`src/rtl/pse_pkg.sv`:
```
// pse_pkg: shared constants, control word type and microprogram for the postfix evaluator
// used by postfix_stack_evaluator; no dependencies
package pse_pkg;

	localparam int STACK_DEPTH_DEF = 16;
	localparam int VALUE_WIDTH_DEF = 16;
	localparam int VALUE_BITS      = 16;
	localparam int ERR_W           = 3;
	localparam int UPC_W           = 4;
	localparam int ACT_W           = 4;
	localparam int JMP_W           = 4;

	localparam logic [ERR_W-1:0] ERR_OK        = 3'd0;
	localparam logic [ERR_W-1:0] ERR_UNDERFLOW = 3'd1;
	localparam logic [ERR_W-1:0] ERR_OVERFLOW  = 3'd2;
	localparam logic [ERR_W-1:0] ERR_DIVZERO   = 3'd3;
	localparam logic [ERR_W-1:0] ERR_UNKNOWN   = 3'd4;

	localparam logic [7:0] ASC_PLUS  = 8'h2B;
	localparam logic [7:0] ASC_MINUS = 8'h2D;
	localparam logic [7:0] ASC_STAR  = 8'h2A;
	localparam logic [7:0] ASC_SLASH = 8'h2F;
	localparam logic [7:0] ASC_ZERO  = 8'h30;
	localparam logic [7:0] ASC_NINE  = 8'h39;
	localparam logic [7:0] ASC_SPACE = 8'h20;

	// datapath actions
	localparam logic [ACT_W-1:0] A_NONE       = 4'd0;
	localparam logic [ACT_W-1:0] A_PUSH_DIGIT = 4'd1;
	localparam logic [ACT_W-1:0] A_ERR_UNKN   = 4'd2;
	localparam logic [ACT_W-1:0] A_CHK_OPS    = 4'd3;
	localparam logic [ACT_W-1:0] A_LD_X1      = 4'd4;
	localparam logic [ACT_W-1:0] A_LD_X2      = 4'd5;
	localparam logic [ACT_W-1:0] A_PUSH_ALU   = 4'd6;
	localparam logic [ACT_W-1:0] A_DIV_START  = 4'd7;
	localparam logic [ACT_W-1:0] A_PUSH_QUOT  = 4'd8;
	localparam logic [ACT_W-1:0] A_RD_TOP     = 4'd9;
	localparam logic [ACT_W-1:0] A_EMIT       = 4'd10;

	// sequencer jumps
	localparam logic [JMP_W-1:0] J_NEXT       = 4'd0;
	localparam logic [JMP_W-1:0] J_GOTO       = 4'd1;
	localparam logic [JMP_W-1:0] J_DISPATCH   = 4'd2;
	localparam logic [JMP_W-1:0] J_IF_UNDER   = 4'd3;
	localparam logic [JMP_W-1:0] J_IF_DIV     = 4'd4;
	localparam logic [JMP_W-1:0] J_IF_ZERO    = 4'd5;
	localparam logic [JMP_W-1:0] J_WAIT_DIV   = 4'd6;
	localparam logic [JMP_W-1:0] J_IF_NOTLAST = 4'd7;
	localparam logic [JMP_W-1:0] J_WAIT_OUT   = 4'd8;

	// program addresses
	localparam logic [UPC_W-1:0] UA_IDLE  = 4'd0;
	localparam logic [UPC_W-1:0] UA_SPACE = 4'd1;
	localparam logic [UPC_W-1:0] UA_DIGIT = 4'd2;
	localparam logic [UPC_W-1:0] UA_UNKN  = 4'd3;
	localparam logic [UPC_W-1:0] UA_OP0   = 4'd4;
	localparam logic [UPC_W-1:0] UA_OP1   = 4'd5;
	localparam logic [UPC_W-1:0] UA_OP2   = 4'd6;
	localparam logic [UPC_W-1:0] UA_OP3   = 4'd7;
	localparam logic [UPC_W-1:0] UA_DV0   = 4'd8;
	localparam logic [UPC_W-1:0] UA_DV1   = 4'd9;
	localparam logic [UPC_W-1:0] UA_DV2   = 4'd10;
	localparam logic [UPC_W-1:0] UA_FIN   = 4'd11;
	localparam logic [UPC_W-1:0] UA_EMIT  = 4'd12;

	typedef struct packed {
		logic [ACT_W-1:0] act;
		logic [JMP_W-1:0] jmp;
		logic [UPC_W-1:0] tgt;
	} uword_t;

	function automatic uword_t ucode(input logic [UPC_W-1:0] addr);
		uword_t w;
		w = '{act: A_NONE, jmp: J_GOTO, tgt: UA_IDLE};
		unique case (addr)
			UA_IDLE:  w = '{act: A_NONE,       jmp: J_DISPATCH,   tgt: UA_IDLE};
			UA_SPACE: w = '{act: A_NONE,       jmp: J_GOTO,       tgt: UA_FIN};
			UA_DIGIT: w = '{act: A_PUSH_DIGIT, jmp: J_GOTO,       tgt: UA_FIN};
			UA_UNKN:  w = '{act: A_ERR_UNKN,   jmp: J_GOTO,       tgt: UA_FIN};
			UA_OP0:   w = '{act: A_CHK_OPS,    jmp: J_IF_UNDER,   tgt: UA_FIN};
			UA_OP1:   w = '{act: A_LD_X1,      jmp: J_NEXT,       tgt: UA_IDLE};
			UA_OP2:   w = '{act: A_LD_X2,      jmp: J_IF_DIV,     tgt: UA_DV0};
			UA_OP3:   w = '{act: A_PUSH_ALU,   jmp: J_GOTO,       tgt: UA_FIN};
			UA_DV0:   w = '{act: A_DIV_START,  jmp: J_IF_ZERO,    tgt: UA_FIN};
			UA_DV1:   w = '{act: A_NONE,       jmp: J_WAIT_DIV,   tgt: UA_IDLE};
			UA_DV2:   w = '{act: A_PUSH_QUOT,  jmp: J_GOTO,       tgt: UA_FIN};
			UA_FIN:   w = '{act: A_RD_TOP,     jmp: J_IF_NOTLAST, tgt: UA_IDLE};
			UA_EMIT:  w = '{act: A_EMIT,       jmp: J_WAIT_OUT,   tgt: UA_IDLE};
			default:  w = '{act: A_NONE,       jmp: J_GOTO,       tgt: UA_IDLE};
		endcase
		return w;
	endfunction

	// entry point of the routine for one symbol
	function automatic logic [UPC_W-1:0] dispatch(input logic [7:0] sym);
		logic [UPC_W-1:0] a;
		a = UA_UNKN;
		if (sym == ASC_SPACE)
			a = UA_SPACE;
		else if (sym >= ASC_ZERO && sym <= ASC_NINE)
			a = UA_DIGIT;
		else if (sym == ASC_PLUS || sym == ASC_MINUS || sym == ASC_STAR || sym == ASC_SLASH)
			a = UA_OP0;
		return a;
	endfunction

endpackage

```
`src/rtl/postfix_stack_evaluator.sv`:
```
// postfix_stack_evaluator: microcoded postfix integer evaluator over an operand stack memory
// depends on pse_pkg (constants, control word, program) and pse_div
//
//  channel  signals                          direction  meaning
//  item     item_valid item_ready            in         one character per item
//           symbol[7:0] last_symbol                     character, end-of-expression flag
//  result   result_valid result_ready        out        one item per expression
//           value[15:0] error_code[2:0]                 top of stack, first error
//
// an operator with too few operands skips to the final step, / runs the one-bit-per-cycle
// divider unless the divisor is zero, and the final character of an expression also
// passes through the emit step. one step of the microprogram runs per cycle unless it
// stalls for an item, the divider or a held result; item_ready is high only at the idle step.
// reset clears the sequencer, stack count, error register and result valid; the stack
// memory itself is never cleared. a held result stalls only the emit step.
module postfix_stack_evaluator #(
	parameter int STACK_DEPTH = pse_pkg::STACK_DEPTH_DEF,
	parameter int VALUE_WIDTH = pse_pkg::VALUE_WIDTH_DEF
) (
	input  logic                           clk,
	input  logic                           arst_n,
	input  logic                           item_valid,
	output logic                           item_ready,
	input  logic [7:0]                     symbol,
	input  logic                           last_symbol,
	output logic                           result_valid,
	input  logic                           result_ready,
	output logic [pse_pkg::VALUE_BITS-1:0] value,
	output logic [pse_pkg::ERR_W-1:0]      error_code
);

	import pse_pkg::*;

	localparam int CW = $clog2(STACK_DEPTH + 1);
	localparam int IW = $clog2(STACK_DEPTH);

	logic [UPC_W-1:0]       upc_q;
	logic [UPC_W-1:0]       upc_d;
	uword_t                 uw;
	logic [7:0]             sym_q;
	logic                   last_q;
	logic [CW-1:0]          cnt_q;
	logic [ERR_W-1:0]       ferr_q;
	logic [VALUE_WIDTH-1:0] stack_mem [STACK_DEPTH];
	logic [VALUE_WIDTH-1:0] rdata_q;
	logic [VALUE_WIDTH-1:0] x1_q;
	logic [VALUE_WIDTH-1:0] x2_q;
	logic                   res_valid_q;
	logic [VALUE_BITS-1:0]  value_q;
	logic [ERR_W-1:0]       err_out_q;

	logic                   item_acc;
	logic                   stall;
	logic                   act_en;
	logic                   cnt_lt2;
	logic                   cnt_full;
	logic                   cnt_zero;
	logic [CW-1:0]          cnt_m1;
	logic [CW-1:0]          cnt_m2;
	logic [7:0]             digit;
	logic [VALUE_WIDTH-1:0] alu_res;
	logic                   div_busy;
	logic [VALUE_WIDTH-1:0] div_quo;

	logic                   rd_en;
	logic [IW-1:0]          rd_addr;
	logic                   push;
	logic [VALUE_WIDTH-1:0] push_val;
	logic                   raise;
	logic [ERR_W-1:0]       raise_code;
	logic                   ld_x1;
	logic                   ld_x2;
	logic                   div_start;
	logic                   emit;

	assign uw       = ucode(upc_q);
	assign item_ready = (upc_q == UA_IDLE);
	assign item_acc = item_valid & item_ready;

	assign cnt_lt2  = cnt_q < CW'(2);
	assign cnt_full = cnt_q == CW'(STACK_DEPTH);
	assign cnt_zero = cnt_q == '0;
	assign cnt_m1   = cnt_q - CW'(1);
	assign cnt_m2   = cnt_q - CW'(2);
	assign digit    = sym_q - ASC_ZERO;

	always_comb begin
		priority if (sym_q == ASC_PLUS)
			alu_res = x2_q + x1_q;
		else if (sym_q == ASC_MINUS)
			alu_res = x2_q - x1_q;
		else
			alu_res = x2_q * x1_q;
	end

	assign stall = (uw.jmp == J_DISPATCH && !item_acc) ||
		(uw.jmp == J_WAIT_DIV && div_busy) ||
		(uw.jmp == J_WAIT_OUT && res_valid_q && !result_ready);
	assign act_en = !stall;

	// decode of the control word into datapath strobes
	always_comb begin
		rd_en      = 1'b0;
		rd_addr    = cnt_m1[IW-1:0];
		push       = 1'b0;
		push_val   = '0;
		raise      = 1'b0;
		raise_code = ERR_OK;
		ld_x1      = 1'b0;
		ld_x2      = 1'b0;
		div_start  = 1'b0;
		emit       = 1'b0;
		if (act_en) begin
			unique case (uw.act)
				A_PUSH_DIGIT: begin
					push     = 1'b1;
					push_val = VALUE_WIDTH'(digit[3:0]);
				end
				A_ERR_UNKN: begin
					raise      = 1'b1;
					raise_code = ERR_UNKNOWN;
				end
				A_CHK_OPS: begin
					if (cnt_lt2) begin
						raise      = 1'b1;
						raise_code = ERR_UNDERFLOW;
					end else begin
						rd_en = 1'b1;
					end
				end
				A_LD_X1: begin
					ld_x1   = 1'b1;
					rd_en   = 1'b1;
					rd_addr = cnt_m2[IW-1:0];
				end
				A_LD_X2: begin
					ld_x2 = 1'b1;
				end
				A_PUSH_ALU: begin
					push     = 1'b1;
					push_val = alu_res;
				end
				A_DIV_START: begin
					if (x1_q == '0) begin
						raise      = 1'b1;
						raise_code = ERR_DIVZERO;
						push       = 1'b1;
					end else begin
						div_start = 1'b1;
					end
				end
				A_PUSH_QUOT: begin
					push     = 1'b1;
					push_val = div_quo;
				end
				A_RD_TOP: begin
					rd_en = !cnt_zero;
				end
				A_EMIT: begin
					emit = 1'b1;
				end
				default: begin
				end
			endcase
			if (push && cnt_full && !raise) begin
				raise      = 1'b1;
				raise_code = ERR_OVERFLOW;
			end
		end
	end

	always_comb begin
		upc_d = upc_q + 1'b1;
		unique case (uw.jmp)
			J_NEXT:       upc_d = upc_q + 1'b1;
			J_GOTO:       upc_d = uw.tgt;
			J_DISPATCH:   upc_d = item_acc ? dispatch(symbol) : upc_q;
			J_IF_UNDER:   upc_d = cnt_lt2 ? uw.tgt : upc_q + 1'b1;
			J_IF_DIV:     upc_d = (sym_q == ASC_SLASH) ? uw.tgt : upc_q + 1'b1;
			J_IF_ZERO:    upc_d = (x1_q == '0) ? uw.tgt : upc_q + 1'b1;
			J_WAIT_DIV:   upc_d = div_busy ? upc_q : upc_q + 1'b1;
			J_IF_NOTLAST: upc_d = !last_q ? uw.tgt : upc_q + 1'b1;
			J_WAIT_OUT:   upc_d = stall ? upc_q : uw.tgt;
			default:      upc_d = UA_IDLE;
		endcase
	end

	always_ff @(posedge clk or negedge arst_n) begin
		if (!arst_n) begin
			upc_q       <= UA_IDLE;
			cnt_q       <= '0;
			ferr_q      <= ERR_OK;
			res_valid_q <= 1'b0;
		end else begin
			upc_q <= upc_d;
			if (emit) begin
				cnt_q  <= '0;
				ferr_q <= ERR_OK;
			end else begin
				if (raise && ferr_q == ERR_OK)
					ferr_q <= raise_code;
				if (ld_x2)
					cnt_q <= cnt_m2;
				else if (push && !cnt_full)
					cnt_q <= cnt_q + 1'b1;
			end
			if (emit)
				res_valid_q <= 1'b1;
			else if (result_ready)
				res_valid_q <= 1'b0;
		end
	end

	// operand stack memory, registered read
	always_ff @(posedge clk) begin
		if (push && !cnt_full)
			stack_mem[cnt_q[IW-1:0]] <= push_val;
		if (rd_en)
			rdata_q <= stack_mem[rd_addr];
	end

	always_ff @(posedge clk) begin
		if (item_acc) begin
			sym_q  <= symbol;
			last_q <= last_symbol;
		end
		if (ld_x1)
			x1_q <= rdata_q;
		if (ld_x2)
			x2_q <= rdata_q;
		if (emit) begin
			value_q   <= cnt_zero ? '0 : VALUE_BITS'(rdata_q);
			// an empty stack at the end is an underflow unless an error came first
			err_out_q <= (cnt_zero && ferr_q == ERR_OK) ? ERR_UNDERFLOW : ferr_q;
		end
	end

	pse_div #(
		.W(VALUE_WIDTH)
	) u_div (
		.clk      (clk),
		.arst_n   (arst_n),
		.start    (div_start),
		.dividend (x2_q),
		.divisor  (x1_q),
		.busy     (div_busy),
		.quotient (div_quo)
	);

	assign result_valid = res_valid_q;
	assign value        = value_q;
	assign error_code   = err_out_q;

endmodule

```
`src/rtl/pse_div.sv`:
```
// pse_div: iterative signed divider, one quotient bit per cycle, truncates toward zero
// depends on nothing outside this file
module pse_div #(
	parameter int W = 16
) (
	input  logic         clk,
	input  logic         arst_n,
	input  logic         start,
	input  logic [W-1:0] dividend,
	input  logic [W-1:0] divisor,
	output logic         busy,
	output logic [W-1:0] quotient
);

	localparam int CNTW = $clog2(W + 1);

	logic            busy_q;
	logic [CNTW-1:0] cnt_q;
	logic            neg_q;
	logic [W-1:0]    quo_q;
	logic [W-1:0]    rem_q;
	logic [W-1:0]    dsr_q;
	logic [W:0]      shifted;
	logic [W+1:0]    diff;
	logic [W-1:0]    dvd_abs;
	logic [W-1:0]    dsr_abs;

	assign dvd_abs = dividend[W-1] ? (~dividend + 1'b1) : dividend;
	assign dsr_abs = divisor[W-1] ? (~divisor + 1'b1) : divisor;
	assign shifted = {rem_q, quo_q[W-1]};
	assign diff    = {1'b0, shifted} - {2'b00, dsr_q};

	always_ff @(posedge clk or negedge arst_n) begin
		if (!arst_n) begin
			busy_q <= 1'b0;
			cnt_q  <= '0;
		end else if (start) begin
			busy_q <= 1'b1;
			cnt_q  <= CNTW'(W);
		end else if (busy_q) begin
			cnt_q <= cnt_q - 1'b1;
			if (cnt_q == CNTW'(1))
				busy_q <= 1'b0;
		end
	end

	always_ff @(posedge clk) begin
		if (start) begin
			quo_q <= dvd_abs;
			dsr_q <= dsr_abs;
			rem_q <= '0;
			neg_q <= dividend[W-1] ^ divisor[W-1];
		end else if (busy_q) begin
			// restoring step: keep the difference when it did not borrow
			if (!diff[W+1]) begin
				rem_q <= diff[W-1:0];
				quo_q <= {quo_q[W-2:0], 1'b1};
			end else begin
				rem_q <= shifted[W-1:0];
				quo_q <= {quo_q[W-2:0], 1'b0};
			end
		end
	end

	assign busy     = busy_q;
	assign quotient = neg_q ? (~quo_q + 1'b1) : quo_q;

endmodule
```
`config.mk`:
```
export PLATFORM = sky130hd
export DESIGN_NAME = postfix_stack_evaluator
export DESIGN_NICKNAME = d
export VERILOG_FILES = /design/src/rtl/pse_pkg.sv /design/src/rtl/postfix_stack_evaluator.sv /design/src/rtl/pse_div.sv
export SDC_FILE = /design/constraint.sdc
export NUM_CORES = 1
export LEC_CHECK = 0
export BUFFER_PORTS_ARGS = -buffer_cell sky130_fd_sc_hd__buf_2
export CAP_MARGIN = 20
export CORE_ASPECT_RATIO = 0.75
export CORE_UTILIZATION = 60
export CTS_BUF_LIST = sky130_fd_sc_hd__clkbuf_2
export CTS_CLUSTER_DIAMETER = 200
export DETAILED_ROUTE_END_ITERATION = 10
export GPL_TIMING_DRIVEN = 0
export MAX_ROUTING_LAYER = met4
export PLACE_DENSITY = 0.82
export SLEW_MARGIN = 40
export SYNTH_ARGS = -nofsm -noshare
export SYNTH_HDL_FRONTEND = slang
export SYNTH_HIERARCHICAL = 1
export SYNTH_SLANG_ARGS = --single-unit
```
`constraint.sdc`:
```
create_clock -name clk -period 12.65 [get_ports clk]
set_clock_uncertainty 0.15 [all_clocks]
set_input_delay 0.6325 -clock clk [delete_from_list [all_inputs] [get_ports clk]]
set_output_delay 0.6325 -clock clk [all_outputs]
set_load 0.05 [all_outputs]
```
# Yosys cells after proc, flatten, opt, wreduce, memory -nomap -nowiden
# Memory sizes are Yosys's and may differ from the RTL's. A register that Yosys moved wholly into a read port is not among the register bits.
# Cells that the tools add are included.
word_totals:
  mem_bits_rw: 256
  romBits: 176
  memories: 2
  register_bits: 128
  in_bits: 13
  elab_cells: 166
op_classes:
  n_reduce_logical: 31
  bitwise_logic: 5
  muxes: 64
  addsub: 12
  eq_ne: 31
  order_cmp: 3
  multipliers: 1
memory_table:
  columns: ["memory", "depth", "word_bits", "rd", "rd_ports_with_merged_regs", "wr", "line_no", "text"]
  rows:
  - ["stack_mem", 16, 16, 1, 1, 1, "postfix_stack_evaluator.sv:44", "logic [VALUE_WIDTH-1:0] stack_mem [STACK_DEPTH];"]
  - ["(name not given)", 16, 11, 1, 0, 0, "pse_pkg.sv:75", "unique case (addr)"]
op_table:
  columns: ["op", "count"]
  rows:
  - ["2-to-1 mux 16 bit", 8]
  - ["equality test 8 x 6 -> 1 bit, second input constant", 8]
  - ["adder 16 x 1 -> 16 bit, second input constant", 3]
  - ["NOT 16 bit", 3]
  - ["one-hot mux 16 bit (3 select lines)", 1]
  - ["2-to-1 mux 4 bit", 9]
  - ["one-hot mux 4 bit (9 select lines)", 1]
  - ["equality test 4 x 3 -> 1 bit, second input constant", 8]
  - ["2-to-1 mux 1 bit", 27]
  - ["2-to-1 mux 5 bit", 5]
  - ["2-to-1 mux 3 bit", 7]
  - ["subtractor 17 x 16 -> 18 bit", 1]
  - ["adder 16 bit", 1]
  - ["equality test 4 x 2 -> 1 bit, second input constant", 4]
  - ["equality test 4 bit, second input constant", 4]
  - ["logical NOT 16 bit", 1]
  - ["multiplier 16 x 16 -> 16 bit", 1]
  - ["subtractor 16 bit", 1]
  - ["2-to-1 mux 15 bit", 1]
  - ["logical AND 1 bit", 10]
  - ["one-hot mux 3 bit (3 select lines)", 1]
  - ["equality test 4 x 1 -> 1 bit, second input constant", 2]
  - ["greater-or-equal comparator 8 x 6 -> 1 bit, second input constant", 1]
  - ["<= comparator 8 x 6 -> 1 bit, second input constant", 1]
  - ["23 further kinds", 38]

# Longest topological paths before layout
# Gate-level depths: netlist (run 1).
logic_depth:
  depth_word: 14
  mapped_depth: 23
  mapped_depth_nobuf: 22

# Hierarchy
# Netlist (run 1), hierarchy kept.
by_module_without_submodules:
  columns: ["mod", "instances", "seq_area_each_um2", "area_per_inst_um2", "cells_each"]
  rows:
  - ["postfix_stack_evaluator", 1, 10294.9, 19976.7, 1825]
  - ["pse_div", 1, 1461.4, 3998.8, 449]

# Least setup slack after synthesis (run 1)
# No wires, ideal clock.
synth_timing:
  kind: "reg2reg"
  start: "register x1_q[6]"
  end: "memory stack_mem[0][14] in the netlist's numbering, data pin"
  path_slack_ns: 6.000
  arrival_ns: 6.159
  path_stages_with_launch: 21
  n_path_buf: 1
  synth_period_minus_slack_ns: 6.650
  cell_sequence: "edfxtp_1 > clkbuf_1 > and2_1 > fa_1 > inv_1 > fa_1 > fa_1 > fa_1 > inv_1 > fa_1 > inv_1 > fa_1 > inv_1 > ha_1 > and3_1 > a211oi_1 > o21bai_1 > a21oi_1 > xnor2_1 > a22oi_1 > a211oi_1"
synth_between:
  elab_chain_cells: 5
  elab_cells_between_ends: 7
  classes_between: "2 x add/sub; 1 x mul; 4 x mux"
synth_rtl:
  columns: ["item", "line_no", "text"]
  rows:
  - ["start, declared", "postfix_stack_evaluator.sv:46", "logic [VALUE_WIDTH-1:0] x1_q;"]
  - ["start signal, assigned", "postfix_stack_evaluator.sv:228", "x1_q <= rdata_q;"]
  - ["multiplier 16 x 16 -> 16 bit or subtractor 16 bit (tied branches)", "postfix_stack_evaluator.sv:93, postfix_stack_evaluator.sv:91", null]
  - ["2-to-1 mux 16 bit", "postfix_stack_evaluator.sv:90", "else if (sym_q == ASC_MINUS)"]
  - ["2-to-1 mux 16 bit *", "postfix_stack_evaluator.sv:88", "priority if (sym_q == ASC_PLUS)"]
  - ["one-hot mux 16 bit (3 select lines) *", "postfix_stack_evaluator.sv:114", "unique case (uw.act)"]
  - ["2-to-1 mux 16 bit *", "postfix_stack_evaluator.sv:113", "if (act_en) begin"]
  - ["net push_val[14]", "postfix_stack_evaluator.sv:68", "logic [VALUE_WIDTH-1:0] push_val;"]
  - ["end, declared", "postfix_stack_evaluator.sv:44", null]
# Mark *: on every way through the listed nets, which the timed path passes. The rest lies on a longest branch.

# Final worst setup path (run 1)
layout_timing:
  start: "register x1_q[3]"
  end: "memory stack_mem[1][14] in the netlist's numbering, data pin"
# Same word-level chain as after synthesis.

==> results of run 1 <==
[per-stage QoR]
| step | utilization (%) | hold WS [ns] | std cells |
|---|---|---|---|
| floorplan | - | 0.187 | 2274 |
| global placement | 62.9 | 0.306 | 2827 |
| detailed placement | 63.6 | 0.318 | 2843 |
| CTS | 66.2 | 0.0275 | 3022 |
| global route | 66.4 | 0.0564 | 3026 |
| finish | 66.4 | 0.0630 | 3026 |
[Yosys cell counts, drive strengths merged, types with 7 or more instances]
master  number  area share (%)
and2        66             1.7
nor4        14            0.37
a21oi       82             1.8
nand2      366             5.7
o21bai      10            0.31
a21o        14            0.44
a211oi      18            0.67
o41ai       10            0.40
or4          7            0.23
a32oi       21            0.77
inv        185             2.9
nand4       38            0.99
edfxtp     365              46
or2         11            0.29
nor2b       31            0.81
xor2        27            0.99
ha         113             5.9
dfxtp       16             1.3
o21a        10            0.31
o221ai       7            0.26
o31ai       15            0.49
o22ai        9            0.23
fa          83             6.9
nor3        29            0.72
mux2i       26             1.1
a311oi       9            0.33
o211ai      10            0.35
and3        13            0.34
a31oi       13            0.40
buf         48             1.2
nor2       125             2.0
o21ai       97             2.0
nand3      122             2.5
nand2b      22            0.57
clkbuf      63            0.99
a22oi        8            0.25
xnor2       76             2.8
dfrtp       19             2.0
or3          8            0.21
[flip-flops by register name, indices dropped and copies added (netlist names)]
register	count
stack_mem	256
rdata_q	16
u_div/dsr_q	16
u_div/quo_q	16
u_div/rem_q	16
value	16
x1_q	16
x2_q	16
sym_q	8
cnt_q	5
u_div/cnt_q	5
upc_q	4
error_code	3
ferr_q	3
last_q	1
result_valid	1
u_div/busy	1
u_div/neg_q	1
[worst paths after layout]
check | start | cells past startpoint | to | slack, ns
hold / removal | item_valid | 2 | last_q | 0.06
setup / recovery | x1_q[3] | 20 | stack_mem[1][14] | 5.03
setup reg to reg | x1_q[3] | 20 | stack_mem[1][14] | 5.03
hold reg to reg | rdata_q[9] | 0 | x1_q[9] | 0.32
min in group asynchronous | arst_n | 4 | upc_q[0] | 0.57
max in group asynchronous | arst_n | 4 | u_div/cnt_q[4] | 11.41
[cell type report]
cell class / instances / area [µm²]
fillers: 3017 / 13300
well taps: 520 / 651
repair buffers: 62 / 395
inverters: 185 / 694
diodes: 3 / 7.51
clock buffers: 141 / 706
flip-flops and latches: 400 / 11800
multi-input cells: 1578 / 11200
plain buffers: 111 / 532
clock inverters: 26 / 184
[worst reg2reg max path, delay by kind of cell, from the launching register on]
kind | cells | cell delay (ns)
AND/OR/NAND/NOR | 2 | 0.37
XOR/XNOR | 1 | 0.29
AO/OA/AOI/OAI | 5 | 1.63
buffers and inverters | 5 | 0.97
flip-flops | 1 | 0.66
adder cells (fa/ha/maj) | 7 | 3.41
[kinds of logic (layout without fill, tap and decap cells)]
kind of cell	after synthesis	after routing	share of synthesized area, %
and+or+nand+nor	872	872	17.2
DFF	400	400	49.0
other	0	3	0
buffers and inverters	296	525	5.10
muxes	29	29	1.23
xor gates and xnor gates	103	103	3.83
adders and majority gates	196	196	12.8
AOI/OAI and AO/OA	378	378	10.7
[per-layer routing]
layer	vias to the layer above	part of all wire (%)
met5	-	0
met4	0	4.5
met3	227	11
met2	1191	44
met1	9019	40
li1	8429	-
[repair_timing]
item	in CTS	in global routing
hold buffers	12	1
endpoints found under the setup margin	0	0
hold endpoints to repair	32	1
==> reports/qor.log, run 1 <==
INFO  outcome        status=completed
INFO  yosys          yosysWarningCount=6
INFO  layout         final_layout_size_suffix_gt1_share=12.7%
INFO  die            initial_utilization=60.8%
INFO  die            die_h=175µm
INFO  layout         area_delta_synth_final=9.11%
INFO  worst_setup_path endpoint_kind=register
INFO  placed_design  preCtsSetupSlack=5.11ns
INFO  worst_setup_path crit_fanout=10
INFO  global_routing grt_overflow=0
INFO  drt            route.vias.total=18866
INFO  die            floorplan.rows=63
INFO  cts            clk_path_buf_depth=3
INFO  layout         most_common_cell_after_layout_fill_and_taps_aside=sky130_fd_sc_hd__nand2_1
INFO  timing         fmax=131MHz
INFO  yosys          netlist_area=24000µm²
INFO  placed_design  numPortBuffers=33
INFO  layout         mostFrequentLayoutCells=366 x sky130_fd_sc_hd__nand2_1, 365 x sky130_fd_sc_hd__edfxtp_1, 183 x sky130_fd_sc_hd__inv_1
INFO  timing         worst_slack=5.03ns
INFO  global_routing grt_pass1_wl=104000µm
INFO  drt            drtAntennaViolNets=0
INFO  placed_design  dp_hpwl=49700µm
INFO  die            design.core.area=39400µm²
INFO  worst_setup_path timing.critical_path.buf_inv=5
INFO  timing         finalCriticalPeriod=7.62ns
INFO  global_routing grt.met3_usage=6.74%
INFO  yosys          postSynth.asyncResetShare=4.75%
INFO  die            die_area=40800µm²
INFO  worst_setup_path critical_path_class=register to register
INFO  worst_setup_path crit_arrival=8.31ns
INFO  cts            htreeDepth=3
INFO  timing         final-max-slew-violation-count=0
INFO  drt            vias_per_cell=6.23
INFO  global_routing grt_use_met2=51.3%
INFO  cts            post_cts_resized=0
INFO  worst_setup_path timing.critical_path.cells=clkbuf_1 > nand2_1 > fa_1 > fa_1 > fa_1 > fa_1 > inv_1 > fa_1 > inv_1 > fa_1 > inv_1 > ha_1 > and3_1 > a211oi_1 > o21bai_1 > a21oi_1 > xnor2_1 > a22oi_1 > a211oi_4 > buf_4
INFO  drt            drt_iter0_markers=2480
INFO  timing         period_share=60.2%
INFO  min_path       timing.hold.worst.class=input port to register
INFO  global_routing global_route.usage.met1=47.5%
INFO  layout         final_cell_area=26200µm²
INFO  timing         timing_worst_slew_pin_value=0.941ns
INFO  timing         setup_viol=0
INFO  job            max-cap-violations=0
INFO  worst_setup_path crit_path_max_incr_delay=0.66ns
INFO  cts            cts_tree=built
INFO  timing         tightest_slew_margin_relative_to_the_limit=37.3%
INFO  cts            ctsRootBufferMaster=sky130_fd_sc_hd__clkbuf_2
INFO  yosys          synth.net_count=2483
INFO  placed_design  gp_routability_congestion=1.01
INFO  placed_design  place_area=25100µm²
INFO  cts            clkLatencyLatePin=1.07ns
INFO  global_routing vias_in_the_first_global_route=18185
INFO  global_routing grt_start_max_net_pins=26
INFO  yosys          synth_top_flop_cell=sky130_fd_sc_hd__edfxtp_1
INFO  die            die_w=233µm
INFO  drt            avgRoutedWirePerCell=22.5µm
INFO  yosys          syn-instance-count=2274
INFO  cts            post-cts-setup-buffers=0
INFO  drt            drt_pre_antenna_iters=6
INFO  yosys          netlist-cell-type-count=87
INFO  drt            wl=68200µm
INFO  yosys          synthesis.area_per_instance=10.5µm²
INFO  cts            clk_pin_slew=0.11ns
INFO  worst_setup_path timing.critical_path.from_type=register
INFO  worst_setup_path cell_type_of_the_slowest_stage_on_the_worst_timing_path=sky130_fd_sc_hd__edfxtp_1
INFO  global_routing grt_most_used_layer=met2
INFO  worst_setup_path critical-path-top-delay-family=adder cells
INFO  cts            cts-buffers-inserted=92
INFO  global_routing grt_antenna_before_repair=3
INFO  worst_setup_path crit_top_cell=sky130_fd_sc_hd__fa_1
INFO  timing         hold_viol=0
INFO  yosys          synth_enable_flop_cells=365
INFO  die            io-pin-count=34
INFO  global_routing global_route.usage.total=35.0%
INFO  cts            cts_sinks=400
INFO  yosys          synth_sequential_area_ratio=49.0%
INFO  drt            drc=0
INFO  layout         fin_nets=2639
INFO  worst_setup_path cp.required=13.34ns
INFO  yosys          ys_seq_elements=400
INFO  timing         setup-tns-final=0ns
INFO  timing         grt_setup_unrepaired=no
Power of run 1 is not shown: default switching activity piles up to over one toggle a cycle in this logic, so the estimate is an artifact.
==> inputs of run 2 (changes only) <==
Settings changed: PLACE_DENSITY 0.82 to 0.85.
Clock period 12.65 ns to 6.4 ns, I/O delays scaled along.
==> reports/qor.log, run 2 (synthesis gave the netlist of run 1 again) <==
INFO  outcome        status=completed
INFO  cts            cts-buffers-inserted=92
INFO  drt            drc=0
INFO  cts            cts_sinks=400
INFO  global_routing grt_use_met2=54.2%
INFO  timing         setup_viol=0
INFO  layout         fin_nets=2697
INFO  timing         fmax=157MHz
INFO  die            io-pin-count=34
INFO  layout         total_area_of_multi_input_combinational_cells=11400µm²
INFO  global_routing global_route.usage.total=35.9%
INFO  global_routing global_route.usage.met1=47.5%
INFO  global_routing grt_antenna_before_repair=2
INFO  worst_setup_path worst-r2r-setup-slack=0.04ns
INFO  timing         final-max-slew-violation-count=0
INFO  drt            route.vias.total=19325
INFO  worst_setup_path critical_path_class=register to register
INFO  global_routing vias_in_the_first_global_route=18621
INFO  cts            clk_path_buf_depth=3
INFO  worst_setup_path timing.critical_path.from_type=register
INFO  drt            drt_pre_antenna_iters=6
INFO  worst_setup_path worst_r2r_startpoint=x1_q[4]
INFO  die            die_h=175µm
INFO  timing         period_share=99.3%
INFO  timing         timing_worst_slew_pin_value=0.848ns
INFO  drt            drt_iter0_markers=2648
INFO  placed_design  numPortBuffers=33
INFO  cts            ctsRootBufferMaster=sky130_fd_sc_hd__clkbuf_2
INFO  layout         final_layout_size_suffix_gt1_share=15.6%
INFO  die            die_area=40800µm²
INFO  worst_setup_path cp.required=7.11ns
INFO  cts            clk_pin_slew=0.11ns
INFO  global_routing grt.met3_usage=8.70%
INFO  die            floorplan.rows=63
INFO  layout         area_delta_synth_final=12.2%
INFO  die            initial_utilization=60.8%
INFO  worst_setup_path crit_arrival=7.06ns
INFO  global_routing grt_most_used_layer=met2
INFO  job            max-cap-violations=0
INFO  placed_design  numPlacedInstances=2842
INFO  drt            drtAntennaViolNets=0
INFO  layout         most_common_cell_after_layout_fill_and_taps_aside=sky130_fd_sc_hd__nand2_1
INFO  drt            wl=71400µm
INFO  worst_setup_path crit_fanout=8
INFO  min_path       timing.hold.worst.start=symbol[5]
INFO  layout         largest_reg_flops=256
INFO  layout         register_area=11800µm²
INFO  worst_setup_path crit-reg2reg-capture=stack_mem[3][14]
INFO  global_routing grt_start_max_net_pins=26
INFO  worst_setup_path worst-r2r-cell-count=22
INFO  min_path       holdPathStages=5
INFO  global_routing grt_overflow=0
INFO  global_routing grt_pass1_wl=107000µm
INFO  timing         hold_viol=0
INFO  layout         mostFrequentLayoutCells=366 x sky130_fd_sc_hd__nand2_1, 365 x sky130_fd_sc_hd__edfxtp_1, 179 x sky130_fd_sc_hd__inv_1
INFO  worst_setup_path critical_path.startpoint=x1_q[4]
INFO  cts            cts_tree=built
INFO  placed_design  dp_hpwl=50400µm
INFO  placed_design  gp_routability_congestion=1.02
INFO  die            die_w=233µm
INFO  cts            clkLatencyLatePin=1.04ns
INFO  min_path       timing.hold.worst.class=input port to register
INFO  drt            vias_per_cell=6.27
INFO  cts            htreeDepth=3
INFO  layout         final_cells=3080
INFO  timing         tightest_slew_margin_relative_to_the_limit=43.5%
INFO  timing         finalCriticalPeriod=6.36ns
INFO  layout         fillers=2948
INFO  drt            avgRoutedWirePerCell=23.2µm
INFO  worst_setup_path worst_setup_path_endpoint=stack_mem[3][14]
INFO  die            design.core.area=39400µm²
INFO  worst_setup_path endpoint_kind=register
==> run 2: through the flow <==
step	hold slack [ns]	TNS (ns)	area (µm²)	utilization, %	setup slack, ns
6_report	0.115	0	26900	68.3	0.0450
5_1_grt	0.111	-0.794	26900	68.3	-0.0647
4_1_cts	0.0294	0	26500	67.2	0.0143
3_5_place_dp	0.149	-77.97	25100	63.7	-1.21
3_3_place_gp	0.144	-155.10	24800	62.9	-1.95
2_1_floorplan	-0.126	0	24000	-	0.0552
==> run 2: worst max-delay path, cell delays in order (launching register included) <==
cell and delay [ns]:
sky130_fd_sc_hd__edfxtp_1 0.48, sky130_fd_sc_hd__buf_4 0.23, sky130_fd_sc_hd__ha_2 0.24, sky130_fd_sc_hd__fa_1 0.54
sky130_fd_sc_hd__inv_1 0.05, sky130_fd_sc_hd__fa_1 0.52, sky130_fd_sc_hd__inv_1 0.04, sky130_fd_sc_hd__ha_1 0.22
sky130_fd_sc_hd__fa_1 0.53, sky130_fd_sc_hd__fa_1 0.52, sky130_fd_sc_hd__inv_1 0.07, sky130_fd_sc_hd__fa_1 0.54
sky130_fd_sc_hd__inv_1 0.05, sky130_fd_sc_hd__ha_2 0.31, sky130_fd_sc_hd__and3_4 0.17, sky130_fd_sc_hd__a211oi_4 0.29
sky130_fd_sc_hd__o21bai_1 0.14, sky130_fd_sc_hd__a21oi_2 0.18, sky130_fd_sc_hd__xnor2_2 0.21, sky130_fd_sc_hd__a22oi_2 0.14
sky130_fd_sc_hd__a211oi_4 0.33, sky130_fd_sc_hd__buf_12 0.16, sky130_fd_sc_hd__buf_12 0.12
==> run 2: worst min path at each step <==
| stage | endpoint | slack (ns) |
|---|---|---|
| after floorplan | cnt_q[0] | -0.13 |
| after global placement | upc_q[2] | 0.14 |
| after detailed placement | upc_q[2] | 0.15 |
| after CTS | upc_q[0] | 0.03 |
| after global routing | upc_q[0] | 0.11 |
| final | upc_q[0] | 0.12 |
==> run 2: routing by layer <==
| layer | vias up | share of wire [%] |
|---|---|---|
| met5 | - | 0 |
| met4 | 0 | 3.9 |
| met3 | 220 | 12 |
| met2 | 1271 | 45 |
| met1 | 9277 | 39 |
| li1 | 8557 | - |
==> run 2: layout make-up <==
class	instances	area share [%]
inverter	185	2.58
clock buffer	136	2.53
tap	520	2.42
sequential	400	43.7
antenna	2	0.0186
multi-input combinational	1578	42.4
clock inverter	28	0.563
buffer	111	2.16
timing repair buffer	120	3.62
==> run 2: repair_timing <==
| action | 4_1_cts | 5_1_grt |
|---|---|---|
| gates resized for setup | 28 | 58 |
| pin swaps | 5 | 26 |
| cloned | 0 | 2 |
| buffers inserted | 27 | 19 |
| hold endpoints to repair | 41 | 19 |
| hold buffers | 23 | 1 |
| setup endpoints to repair | 112 | 112 |
Power of run 2 is left out for the same reason.
